File: config.mk
export PLATFORM = sky130hd
export DESIGN_NAME = nbfb_front
export DESIGN_NICKNAME = d
export VERILOG_FILES = /design/src/sv/nbfb_pkg.sv /design/src/sv/nbfb_front.sv
export SDC_FILE = /design/constraint.sdc
export NUM_CORES = 1
export LEC_CHECK = 0
export BUFFER_PORTS_ARGS = -buffer_cell sky130_fd_sc_hd__clkbuf_2
export CAP_MARGIN = 20
export CORE_AREA = 5 5 206 208
export DETAILED_ROUTE_END_ITERATION = 8
export DIE_AREA = 0 0 211 213
export GPL_ROUTABILITY_DRIVEN = 0
export PLACE_DENSITY = 0.81
export SETUP_SLACK_MARGIN = 0.3
export SLEW_MARGIN = 10
export SYNTH_ARGS = -nofsm -noshare
export SYNTH_HDL_FRONTEND = slang
export SYNTH_SLANG_ARGS = --single-unit
File: constraint.sdc
create_clock -name clk -period 13.9 [get_ports clk]
set_input_delay 1.39 -clock clk [delete_from_list [all_inputs] [get_ports clk]]
set_output_delay 1.39 -clock clk [all_outputs]
set_load 0.05 [all_outputs]
File: src/sv/nbfb_pkg.sv
package nbfb_pkg;

	localparam int POINTS_DEF = 64;
	localparam int DIM_DEF = 2;

	localparam logic [1:0] ORDER_RESET = 2'd2;

	localparam logic CMD_LOAD = 1'b0;
	localparam logic CMD_EVAL = 1'b1;

	localparam logic [1:0] OP_LOAD = 2'd0;
	localparam logic [1:0] OP_CLEAR = 2'd1;
	localparam logic [1:0] OP_EVAL = 2'd2;
	localparam logic [1:0] OP_MISS = 2'd3;

	localparam logic [1:0] ST_OK = 2'd0;
	localparam logic [1:0] ST_MISS = 2'd1;
	localparam logic [1:0] ST_SAT = 2'd2;

	localparam logic signed [31:0] FX_MAX = 32'sh7FFF_FFFF;
	localparam logic signed [31:0] FX_MIN = 32'sh8000_0000;

	localparam int RF_N = 25;
	localparam int MEM_W = 7 * 32;

	localparam logic [4:0] RF_P = 5'd0;
	localparam logic [4:0] RF_F0 = 5'd1;
	localparam logic [4:0] RF_F1 = 5'd2;
	localparam logic [4:0] RF_S00 = 5'd3;
	localparam logic [4:0] RF_S01 = 5'd4;
	localparam logic [4:0] RF_S10 = 5'd5;
	localparam logic [4:0] RF_S11 = 5'd6;
	localparam logic [4:0] RF_W = 5'd7;
	localparam logic [4:0] RF_R = 5'd8;
	localparam logic [4:0] RF_DQ0 = 5'd9;
	localparam logic [4:0] RF_DQ1 = 5'd10;
	localparam logic [4:0] RF_QT00 = 5'd11;
	localparam logic [4:0] RF_QT01 = 5'd12;
	localparam logic [4:0] RF_QT10 = 5'd13;
	localparam logic [4:0] RF_QT11 = 5'd14;
	localparam logic [4:0] RF_R2 = 5'd15;
	localparam logic [4:0] RF_TWOR = 5'd16;
	localparam logic [4:0] RF_T0 = 5'd17;
	localparam logic [4:0] RF_O0 = 5'd18;
	localparam logic [4:0] RF_O1 = 5'd19;
	localparam logic [4:0] RF_O2 = 5'd20;
	localparam logic [4:0] RF_O3 = 5'd21;
	localparam logic [4:0] RF_O4 = 5'd22;
	localparam logic [4:0] RF_O5 = 5'd23;
	localparam logic [4:0] RF_O6 = 5'd24;

	typedef struct packed {
		logic        command;
		logic [5:0]  point_index;
		logic [31:0] value_in;
		logic [31:0] first_0;
		logic [31:0] first_1;
		logic [31:0] second_00;
		logic [31:0] second_01;
		logic [31:0] second_10;
		logic [31:0] second_11;
		logic [31:0] weight;
	} in_t;

	typedef struct packed {
		logic [1:0]  status;
		logic [31:0] value_out;
		logic [31:0] grad_0;
		logic [31:0] grad_1;
		logic [31:0] hess_00;
		logic [31:0] hess_01;
		logic [31:0] hess_10;
		logic [31:0] hess_11;
	} out_t;

	typedef struct packed {
		logic [1:0]       op;
		logic [5:0]       idx;
		logic [7:0][31:0] dat;
	} qent_t;

	typedef struct packed {
		logic        done;
		logic        sat;
		logic [31:0] r;
		logic [31:0] two_r;
	} div_res_t;

	typedef struct packed {
		logic        sat;
		logic [31:0] v;
	} fx_t;

	typedef struct packed {
		logic [4:0] a;
		logic [4:0] b;
		logic       neg;
		logic       put;
		logic [4:0] dst;
		logic [2:0] grp;
		logic       last;
	} step_t;

	function automatic fx_t fmul(input logic signed [31:0] a, input logic signed [31:0] b);
		logic signed [63:0] p;
		logic [47:0]        q;
		fx_t                r;
		p = a * b + 64'sd32768;
		q = p[63:16];
		r.sat = !((&q[47:31]) || !(|q[47:31]));
		r.v = r.sat ? (q[47] ? FX_MIN : FX_MAX) : q[31:0];
		return r;
	endfunction

	function automatic fx_t sat35(input logic [34:0] s);
		fx_t r;
		r.sat = !((&s[34:31]) || !(|s[34:31]));
		r.v = r.sat ? (s[34] ? FX_MIN : FX_MAX) : s[31:0];
		return r;
	endfunction

	function automatic step_t mk(input logic [4:0] a, input logic [4:0] b, input logic neg,
			input logic put, input logic [4:0] dst, input logic [2:0] grp, input logic last);
		step_t s;
		s.a = a;
		s.b = b;
		s.neg = neg;
		s.put = put;
		s.dst = dst;
		s.grp = grp;
		s.last = last;
		return s;
	endfunction

	function automatic step_t step_info(input logic load, input logic [4:0] step);
		step_t s;
		s = mk(RF_P, RF_P, 1'b0, 1'b0, RF_T0, 3'd0, 1'b1);
		if (load) begin
			unique case (step)
				5'd0: s = mk(RF_R, RF_R, 1'b0, 1'b1, RF_R2, 3'd0, 1'b0);
				5'd1: s = mk(RF_R2, RF_F0, 1'b0, 1'b1, RF_DQ0, 3'd0, 1'b0);
				5'd2: s = mk(RF_R2, RF_F1, 1'b0, 1'b1, RF_DQ1, 3'd0, 1'b0);
				5'd3: s = mk(RF_DQ0, RF_F0, 1'b0, 1'b1, RF_T0, 3'd0, 1'b0);
				5'd4: s = mk(RF_T0, RF_TWOR, 1'b0, 1'b0, RF_T0, 3'd0, 1'b0);
				5'd5: s = mk(RF_S00, RF_R2, 1'b1, 1'b1, RF_QT00, 3'd0, 1'b0);
				5'd6: s = mk(RF_DQ0, RF_F1, 1'b0, 1'b1, RF_T0, 3'd0, 1'b0);
				5'd7: s = mk(RF_T0, RF_TWOR, 1'b0, 1'b0, RF_T0, 3'd0, 1'b0);
				5'd8: s = mk(RF_S01, RF_R2, 1'b1, 1'b1, RF_QT01, 3'd0, 1'b0);
				5'd9: s = mk(RF_DQ1, RF_F0, 1'b0, 1'b1, RF_T0, 3'd0, 1'b0);
				5'd10: s = mk(RF_T0, RF_TWOR, 1'b0, 1'b0, RF_T0, 3'd0, 1'b0);
				5'd11: s = mk(RF_S10, RF_R2, 1'b1, 1'b1, RF_QT10, 3'd0, 1'b0);
				5'd12: s = mk(RF_DQ1, RF_F1, 1'b0, 1'b1, RF_T0, 3'd0, 1'b0);
				5'd13: s = mk(RF_T0, RF_TWOR, 1'b0, 1'b0, RF_T0, 3'd0, 1'b0);
				5'd14: s = mk(RF_S11, RF_R2, 1'b1, 1'b1, RF_QT11, 3'd0, 1'b1);
				default: s = mk(RF_P, RF_P, 1'b0, 1'b0, RF_T0, 3'd0, 1'b1);
			endcase
		end else begin
			unique case (step)
				5'd0: s = mk(RF_P, RF_R, 1'b0, 1'b1, RF_T0, 3'd0, 1'b0);
				5'd1: s = mk(RF_T0, RF_W, 1'b0, 1'b1, RF_O0, 3'd0, 1'b0);
				5'd2: s = mk(RF_F0, RF_R, 1'b0, 1'b0, RF_T0, 3'd1, 1'b0);
				5'd3: s = mk(RF_P, RF_DQ0, 1'b1, 1'b1, RF_T0, 3'd1, 1'b0);
				5'd4: s = mk(RF_T0, RF_W, 1'b0, 1'b1, RF_O1, 3'd1, 1'b0);
				5'd5: s = mk(RF_F1, RF_R, 1'b0, 1'b0, RF_T0, 3'd2, 1'b0);
				5'd6: s = mk(RF_P, RF_DQ1, 1'b1, 1'b1, RF_T0, 3'd2, 1'b0);
				5'd7: s = mk(RF_T0, RF_W, 1'b0, 1'b1, RF_O2, 3'd2, 1'b0);
				5'd8: s = mk(RF_S00, RF_R, 1'b0, 1'b0, RF_T0, 3'd3, 1'b0);
				5'd9: s = mk(RF_F0, RF_DQ0, 1'b1, 1'b0, RF_T0, 3'd3, 1'b0);
				5'd10: s = mk(RF_F0, RF_DQ0, 1'b1, 1'b0, RF_T0, 3'd3, 1'b0);
				5'd11: s = mk(RF_P, RF_QT00, 1'b0, 1'b1, RF_T0, 3'd3, 1'b0);
				5'd12: s = mk(RF_T0, RF_W, 1'b0, 1'b1, RF_O3, 3'd3, 1'b0);
				5'd13: s = mk(RF_S01, RF_R, 1'b0, 1'b0, RF_T0, 3'd4, 1'b0);
				5'd14: s = mk(RF_F0, RF_DQ1, 1'b1, 1'b0, RF_T0, 3'd4, 1'b0);
				5'd15: s = mk(RF_F1, RF_DQ0, 1'b1, 1'b0, RF_T0, 3'd4, 1'b0);
				5'd16: s = mk(RF_P, RF_QT01, 1'b0, 1'b1, RF_T0, 3'd4, 1'b0);
				5'd17: s = mk(RF_T0, RF_W, 1'b0, 1'b1, RF_O4, 3'd4, 1'b0);
				5'd18: s = mk(RF_S10, RF_R, 1'b0, 1'b0, RF_T0, 3'd5, 1'b0);
				5'd19: s = mk(RF_F1, RF_DQ0, 1'b1, 1'b0, RF_T0, 3'd5, 1'b0);
				5'd20: s = mk(RF_F0, RF_DQ1, 1'b1, 1'b0, RF_T0, 3'd5, 1'b0);
				5'd21: s = mk(RF_P, RF_QT10, 1'b0, 1'b1, RF_T0, 3'd5, 1'b0);
				5'd22: s = mk(RF_T0, RF_W, 1'b0, 1'b1, RF_O5, 3'd5, 1'b0);
				5'd23: s = mk(RF_S11, RF_R, 1'b0, 1'b0, RF_T0, 3'd6, 1'b0);
				5'd24: s = mk(RF_F1, RF_DQ1, 1'b1, 1'b0, RF_T0, 3'd6, 1'b0);
				5'd25: s = mk(RF_F1, RF_DQ1, 1'b1, 1'b0, RF_T0, 3'd6, 1'b0);
				5'd26: s = mk(RF_P, RF_QT11, 1'b0, 1'b1, RF_T0, 3'd6, 1'b0);
				5'd27: s = mk(RF_T0, RF_W, 1'b0, 1'b1, RF_O6, 3'd6, 1'b1);
				default: s = mk(RF_P, RF_P, 1'b0, 1'b0, RF_T0, 3'd0, 1'b1);
			endcase
		end
		return s;
	endfunction

endpackage

File: src/sv/nbfb_front.sv
module nbfb_front
	import nbfb_pkg::*;
	#(
		parameter int POINTS = POINTS_DEF,
		parameter int DIM = DIM_DEF
	)
	(
		input  logic  clk,
		input  logic  arst_n,
		input  logic  in_valid,
		output logic  in_stall,
		input  in_t   in_data,
		input  logic  pop,
		output logic  head_valid,
		output qent_t head
	);

	qent_t      ent_q [2];
	logic       wp_q;
	logic       rp_q;
	logic [1:0] cnt_q;
	logic       take;
	logic       push;
	logic       inr;
	qent_t      cls;

	always_comb begin
		inr = 32'(in_data.point_index) < POINTS;
		cls.idx = in_data.point_index;
		cls.dat[0] = in_data.value_in;
		cls.dat[1] = in_data.first_0;
		cls.dat[2] = (DIM > 1) ? in_data.first_1 : 32'd0;
		cls.dat[3] = in_data.second_00;
		cls.dat[4] = (DIM > 1) ? in_data.second_01 : 32'd0;
		cls.dat[5] = (DIM > 1) ? in_data.second_10 : 32'd0;
		cls.dat[6] = (DIM > 1) ? in_data.second_11 : 32'd0;
		cls.dat[7] = in_data.weight;
		push = 1'b1;
		if (in_data.command == CMD_EVAL) begin
			cls.op = inr ? OP_EVAL : OP_MISS;
		end else begin
			push = inr;
			cls.op = ($signed(in_data.value_in) > 32'sd0) ? OP_LOAD : OP_CLEAR;
		end
	end

	assign in_stall = cnt_q == 2'd2;
	assign take = in_valid && !in_stall && push;
	assign head_valid = cnt_q != 2'd0;
	assign head = ent_q[rp_q];

	always_ff @(posedge clk or negedge arst_n) begin
		if (!arst_n) begin
			wp_q <= 1'b0;
			rp_q <= 1'b0;
			cnt_q <= 2'd0;
		end else begin
			if (take) begin
				wp_q <= !wp_q;
			end
			if (pop) begin
				rp_q <= !rp_q;
			end
			if (take && !pop) begin
				cnt_q <= cnt_q + 2'd1;
			end else if (pop && !take) begin
				cnt_q <= cnt_q - 2'd1;
			end
		end
	end

	always_ff @(posedge clk) begin
		if (take) begin
			ent_q[wp_q] <= cls;
		end
	end

endmodule

==> run_results.csv, run 1 <==
group,metric,value,unit
timing,whs,485,ps
floorplan,die_x,211,microns
floorplan,core,0.0404,sq mm
clock_network,cts_resized,0,
floorplan,io_pins,533,
setup_path,reg2regPathDepth,5,
pwr,internal_power,3.55,mW
timing,slew_viol_final,0,
grt,grt_pass1_vias,10896,
timing,fin_crit,5300,ps
setup_path,path_max_fanout,72,
cells_and_area,nNetsFinal,1684,
synth,ys_types,17,
synth,synthFlopType,"edfxtp_1",
drt,drt-total-wl,43700,microns
cells_and_area,multiInputGateArea,0.00315,sq mm
clock_network,cts_root_buf,"clkbuf_16",
cells_and_area,drive_gt1_share,60.2,%
setup_path,r2r-end,"ent_q[0][134]",
synth,async_flop_share,0.752,%
pwr,combPwrFrac,41.2,%
synth,yosys.area.top_type,"edfxtp_1",
timing,worstMarginPinSlew,1090,ps
synth,syn_area_per_cell,22.8,sq um
floorplan,rows,74,
synth,netlist_top_cells_area,"edfxtp_1 82%, mux2_2 15%, buf_6 1.6%, dfrtp_1 0.52%, nor4_1 0.26%",
clock_network,hold_buffers,0,
floorplan,die_height,213,microns
synth,synth_nets,1120,
floorplan,start_util,48.1,%
drt,post-route-drc-count,0,
synth,mappedNetlistArea,0.0194,sq mm
timing,fin_skew,15.1,ps
synth,ys_seq_elements,532,
grt,grt_pass1_wl,63600,microns
drt,vias_per_cell,5.13,
pwr,power_density,254,mW/mm^2
job,cap_violations,0,
timing,fmax,189,MHz
timing,maxSlewHeadroom,27.3,%
grt,grt_max_degree,82,
cells_and_area,instances_no_fill,1991,
clock_network,insertion_delay,570,ps
timing,fin_tns_setup,0,ps
timing,fin_crit_sh,38.2,%
setup_path,reg2reg_from,"cnt_q[0]",
grt,antenna_found_initial,3,
place,dpl.hpwl,30600,microns
timing,setup_viol,0,
grt,grt-ovfl-total,0,
pwr,ir_drop,0.184,mV
drt,drtIter0Drc,729,
cells_and_area,area_delta_synth_final,23.9,%
cells_and_area,seq_area,0.0160,sq mm
clock_network,cts_buffer_depth,3,
pwr,clkPwrFrac,20.8,%
worst_hold_path,min_path_cells,1,
grt,track_usage,18.7,%
cells_and_area,n_fill_cell,2907,
worst_hold_path,hold_class,"flop to flop",
setup_path,start_kind,"flop",
place,io_buffers,532,
synth,ys_seq_area_share,82.1,%
clock_network,cts.sinks,532,
pwr,p_sw_share,41.9,%
setup_path,cp-end-kind,"primary output",
clock_network,cts_buffers,50,
pwr,finalPower,6.10,mW
clock_network,cts_tree,"built",
drt,route.vias.total,10212,
pwr,leakagePower,9.07,nW
pwr,seqPwrFrac,37.9,%
drt,ant_nets,0,
cells_and_area,fin_util,59.6,%
place,place_inst,1896,
synth,yosys_warnings,0,
clock_network,post-cts-setup-buffers,0,
setup_path,cp.arrival,3910,ps
timing,hold_viol,0,
setup_path,crit_type,"flop to primary output",
synth,synthCells,852,
clock_network,cts_max_level,2,
clock_network,cts.clk_slew.worst_paths,60,ps
worst_hold_path,min-delay-start,"cnt_q[1]",
timing,rsz0062_at_grt,"no",
drt,avgRoutedWirePerCell,22.0,microns
outcome,status,"complete, no violations",
setup_path,ff2ff_setup_slack,9920,ps
setup_path,worstPathRequired,12510,ps
drt,drt_first_pass_iters,5,
synth,yosys.area.top_type_share,81.6,%
worst_hold_path,hold_path_end,"cnt_q[1]",
synth,synth_edf_count,528,
floorplan,die_area,0.0449,sq mm
pwr,p_sw,2.56,mW
==> routing by layer <==
metal / wire, microns / share of wire [%] / vias to the layer above / track usage (%)
met5: 13 / 0.030 / - / 0
met4: 1060 / 2.4 / 2 / 6.01
met3: 3890 / 8.9 / 70 / 5.72
met2: 23000 / 53 / 463 / 32.9
met1: 15700 / 36 / 5111 / 22.0
li1: - / - / 4566 / -
==> cell type report <==
class / instances / share of cell area (%)
repair buffers: 541 / 11.3
clock inverters: 26 / 0.624
clock buffers: 66 / 5.76
inverters: 3 / 0.0468
flip-flops and latches: 532 / 66.3
multi-input cells: 288 / 13.1
diodes: 3 / 0.0312
well taps: 532 / 2.77
==> Yosys cell counts, drive strengths merged, types with 2 or more instances <==
cell    instances
mux2          264
buf            29
inv             3
edfxtp        528
dfrtp           4
nor2            3
xnor2           2
xor2            3
and4            2
nor4            8
==> how the worst max path moves through the flow <==
stage | startpoint | endpoint | slack, ps | cells past startpoint
final | rp_q | head[109] | 8600 | 4
after global routing | rp_q | head[136] | 8400 | 4
after CTS | rp_q | head[102] | 8530 | 4
after detailed placement | in_valid | ent_q[0][44] | 9050 | 5
after global placement | in_valid | ent_q[0][48] | 9080 | 5
after floorplan | in_valid | ent_q[0][0] | 590 | 2
==> per-stage QoR <==
stage,area (sq um),worst slack (ps)
after floorplan,19400,593
after global placement,22500,9080
after detailed placement,22500,9050
after CTS,24000,8530
after global routing,24100,8400
final,24100,8600
==> cells in the final DEF, fill, tap and decap left out <==
cell type	count
clkbuf_2	532
edfxtp_1	528
mux2_2	264
clkbuf_16	53
clkinv_1	13
clkbuf_1	12
clkinv_2	9
buf_4	9
nor4_1	8
diode_2	3
inv_1	3
xor2_1	3
clkinv_4	3
dfrtp_1	3
and4_1	2
nor2_1	2
xnor2_1	2
nand2b_1	1
or2_2	1
nand2_1	1
a21oi_1	1
and3_4	1
nor2_4	1
ha_1	1
bufinv_16	1
clkbuf_8	1
dfrtp_4	1
==> power groups by stage <==
| stage | Sequential (mW) | Combinational [mW] | Clock (mW) |
|---|---|---|---|
| after detailed placement | 2.35 | 2.53 | 0 |
| after global placement | 2.33 | 2.52 | 0 |
| final | 2.31 | 2.52 | 1.27 |
| after global routing | 2.35 | 2.62 | 1.37 |
| after CTS | 2.32 | 2.54 | 1.30 |
| after floorplan | 2.42 | 2.06 | 0 |
==> critical path: stages, from the launching register on <==
cell,delay (ps)
dfrtp_4,990
buf_4,860
buf_4,690
mux2_2,430
clkbuf_2,240
==> state kept, by name, summed over array words and instances (netlist names) <==
name,flops
ent_q,528
cnt_q,2
rp_q,1
wp_q,1
==> kinds of logic (layout without fill, tap and decap cells) <==
family          count (synthesis)  count (layout)  synth area share, %
other cells                     0               3                    0
buf+inv                        32             636                 1.71
compound gates                  1               1               0.0257
flops                         532             532                 82.1
fa+ha+maj                       1               1               0.0644
mux                           264             264                 15.3
simple gates                   17              17                0.522
xor+xnor                        5               5                0.226
(Power assumes the default switching activity.)
==> run 2, diff against run 1 <==
ABC_AREA = 1   (was unset)
CORE_AREA = unset   (was 5 5 206 208)
CORE_MARGIN = 5   (was unset)
CORE_UTILIZATION = 47   (was unset)
DIE_AREA = unset   (was 0 0 211 213)
PLACE_DENSITY = 0.82   (was 0.81)
clock period = 4.45 ns   (was 13.9 ns; I/O delays follow)
==> run 2 against run 1 <==
Clock power rose to 3.2 times the previous value. Cell count grew 1.7%. Sequential power rose to 3.1 times the previous value. Highest routed layer unchanged. Via count is 0.55% higher. Clock skew decreased by 1.2 ps. Total power increased to 3.1 times the previous value. Count of clock-buffer cells in the layout grew 4. Hold slack got worse by 430 ps. Critical endpoint is now head[256].
==> run_results.csv, run 2 <==
group,metric,value,unit
floorplan,core,0.0409,sq mm
cells_and_area,area_delta_synth_final,24.9,%
outcome,status,"complete, no violations",
setup_path,max_stage_delay,890,ps
clock_network,cts_tree,"built",
pwr,internal_power,11.2,mW
timing,setup_viol,0,
drt,drtIter0Drc,790,
pwr,p_sw_share,41.7,%
synth,synthCells,876,
cells_and_area,nNetsFinal,1719,
floorplan,die_height,214,microns
clock_network,insertion_delay,570,ps
cells_and_area,n_fill_cell,2939,
pwr,seqPwrFrac,37.3,%
drt,route.vias.total,10268,
synth,yosys.area.top_type_share,81.4,%
drt,post-route-drc-count,0,
synth,synthFlopType,"edfxtp_1",
worst_hold_path,hold_class,"primary input to flop",
synth,ys_seq_area_share,82.0,%
pwr,p_sw,7.99,mW
setup_path,worstPathRequired,4010,ps
synth,syn_area_per_cell,22.2,sq um
synth,synth_top_cells_by_count,"528 x edfxtp_1, 264 x mux2_2, 28 x buf_6, 28 x nor2_1, 11 x nand2_1",
pwr,ir_drop,0.617,mV
synth,yosys.area.top_type,"edfxtp_1",
place,io_buffers,532,
drt,drt-total-wl,43600,microns
grt,grt-ovfl-total,0,
timing,fin_crit,3040,ps
cells_and_area,final_common_cell,"clkbuf_2",
cells_and_area,final_cell_mix,"532 x clkbuf_2, 528 x edfxtp_1, 264 x mux2_2, 53 x clkbuf_16, 26 x nor2_1",
pwr,clkPwrFrac,21.0,%
timing,hold_viol,0,
synth,mappedNetlistArea,0.0195,sq mm
floorplan,die_x,214,microns
clock_network,post-cts-setup-buffers,0,
synth,yosys_warnings,0,
floorplan,rows,74,
synth,async_flop_share,0.752,%
synth,ys_seq_elements,532,
clock_network,cts_root_buf,"clkbuf_16",
synth,synth_edf_count,528,
drt,avgRoutedWirePerCell,21.5,microns
setup_path,path_cells,"buf_12 > mux2_2 > clkbuf_2",
timing,fin_crit_sh,68.4,%
grt,grt_max_degree,96,
cells_and_area,largest_reg_flops,528,
worst_hold_path,hold_path_end,"ent_q[0][131]",
worst_hold_path,min-delay-start,"in_data[99]",
cells_and_area,fin_util,59.4,%
clock_network,cts_max_level,2,
setup_path,reg2reg_from,"cnt_q[0]",
setup_path,cp-end-kind,"primary output",
clock_network,cts_buffer_depth,3,
timing,worstMarginPinSlew,739,ps
place,place_inst,1928,
grt,antenna_found_initial,5,
setup_path,crit_family,"flip-flops",
worst_hold_path,min_path_cells,1,
cells_and_area,regMostFlops,"ent_q",
grt,track_usage,18.1,%
pwr,power_density,788,mW/mm^2
timing,slew_viol_final,0,
setup_path,cpMaxStageDelayCell,"dfrtp_4",
setup_path,r2r-end,"ent_q[1][182]",
timing,rsz0062_at_grt,"no",
floorplan,start_util,47.6,%
setup_path,crit_type,"flop to primary output",
clock_network,cts_buffers,51,
synth,synth_nets,1144,
drt,vias_per_cell,5.07,
timing,whs,59.0,ps
synth,ys_types,13,
setup_path,start_kind,"flop",
grt,grt_pass1_wl,62900,microns
drt,drt_first_pass_iters,5,
place,dpl.hpwl,30800,microns
pwr,leakagePower,9.18,nW
timing,fmax,329,MHz
clock_network,cts.clk_slew.worst_paths,60,ps
cells_and_area,drive_gt1_share,59.3,%
grt,grt_pass1_vias,11087,
cells_and_area,instances_no_fill,2025,
setup_path,reg2regPathDepth,3,
timing,fin_skew,13.9,ps
drt,ant_nets,0,
setup_path,path_max_fanout,64,
synth,synth_most_common_cell,"edfxtp_1",
synth,netlist_top_cells_area,"edfxtp_1 81%, mux2_2 15%, buf_6 1.6%, nor2_1 0.54%, dfrtp_1 0.51%",
setup_path,critPathBufInv,2,
setup_path,cp.arrival,2600,ps
cells_and_area,reg.largest.list,"ent_q (528), cnt_q (2)",
clock_network,cts.sinks,532,
floorplan,die_area,0.0456,sq mm
floorplan,io_pins,533,
setup_path,ff2ff_setup_slack,2270,ps
pwr,combPwrFrac,41.7,%
job,cap_violations,0,
timing,maxSlewHeadroom,50.7,%
==> run 2: cell types whose count changed after synthesis, sizes merged, moves of 2 or more <==
cell	change
nor2	+25
nand2	+10
nor4	-8
and4	-2
inv	+2
o21ai	+2
==> run 2: per-layer routing <==
layer	global-route usage [%]	routed length, microns	vias up
met2	31.6	22700	474
li1	-	-	4642
met5	0	53	-
met4	6.23	1340	8
met3	6.28	4320	88
met1	20.9	15200	5056
==> run 2: area by class of cell <==
type	instances	area, sq um	area share [%]
inverter	5	18.8	0.0772
antenna	2	5.00	0.0206
sequential	532	16000	65.6
tap	532	666	2.74
clock inverter	23	161	0.664
clock buffer	70	1390	5.72
timing repair buffer	551	2920	12.0
multi-input combinational	310	3200	13.2
==> run 2: kinds of logic after synthesis <==
group / synth area share (%)
adders and majority gates: 0.0643
buffers and inverters: 1.74
muxes: 15.3
DFF: 82.0
AOI/OAI and AO/OA: 0.0771
and+or+nand+nor: 0.752
xor gates and xnor gates: 0.135
==> run 2: stage by stage <==
step	setup TNS [ps]	total power [mW]	instance area (sq um)	worst slack (ps)
after CTS	0	19.3	24300	1340
after floorplan	-218160	13.6	19500	-425
final	0	19.2	24300	1410
after detailed placement	0	15.3	22700	1980
after global routing	0	19.9	24300	1280
after global placement	0	15.2	22700	1980
==> run 2: worst max path at each step <==
| stage | from | endpoint | depth (start not counted) |
|---|---|---|---|
| CTS | rp_q | head[92] | 3 |
| finish | rp_q | head[256] | 3 |
| global placement | rp_q | head[193] | 3 |
| detailed placement | rp_q | head[92] | 3 |
| floorplan | cnt_q[1] | ent_q[1][0] | 3 |
| global route | rp_q | head[256] | 3 |
==> run 2: what timing repair did <==
| item | CTS | global route |
|---|---|---|
| endpoints found under the setup margin | 0 | 0 |
| hold buffers | 1 | 0 |
| hold endpoints to repair | 4 | 0 |
| gates resized for setup | 0 | 0 |
==> run 2: power by group through the flow <==
stage               clock, mW  sequential, mW  combinational [mW]
floorplan                   0            7.23                6.41
global placement            0            7.20                7.96
detailed placement          0            7.27                8.01
CTS                      4.12            7.18                8.05
global route             4.36            7.25                8.29
finish                   4.02            7.16                7.99
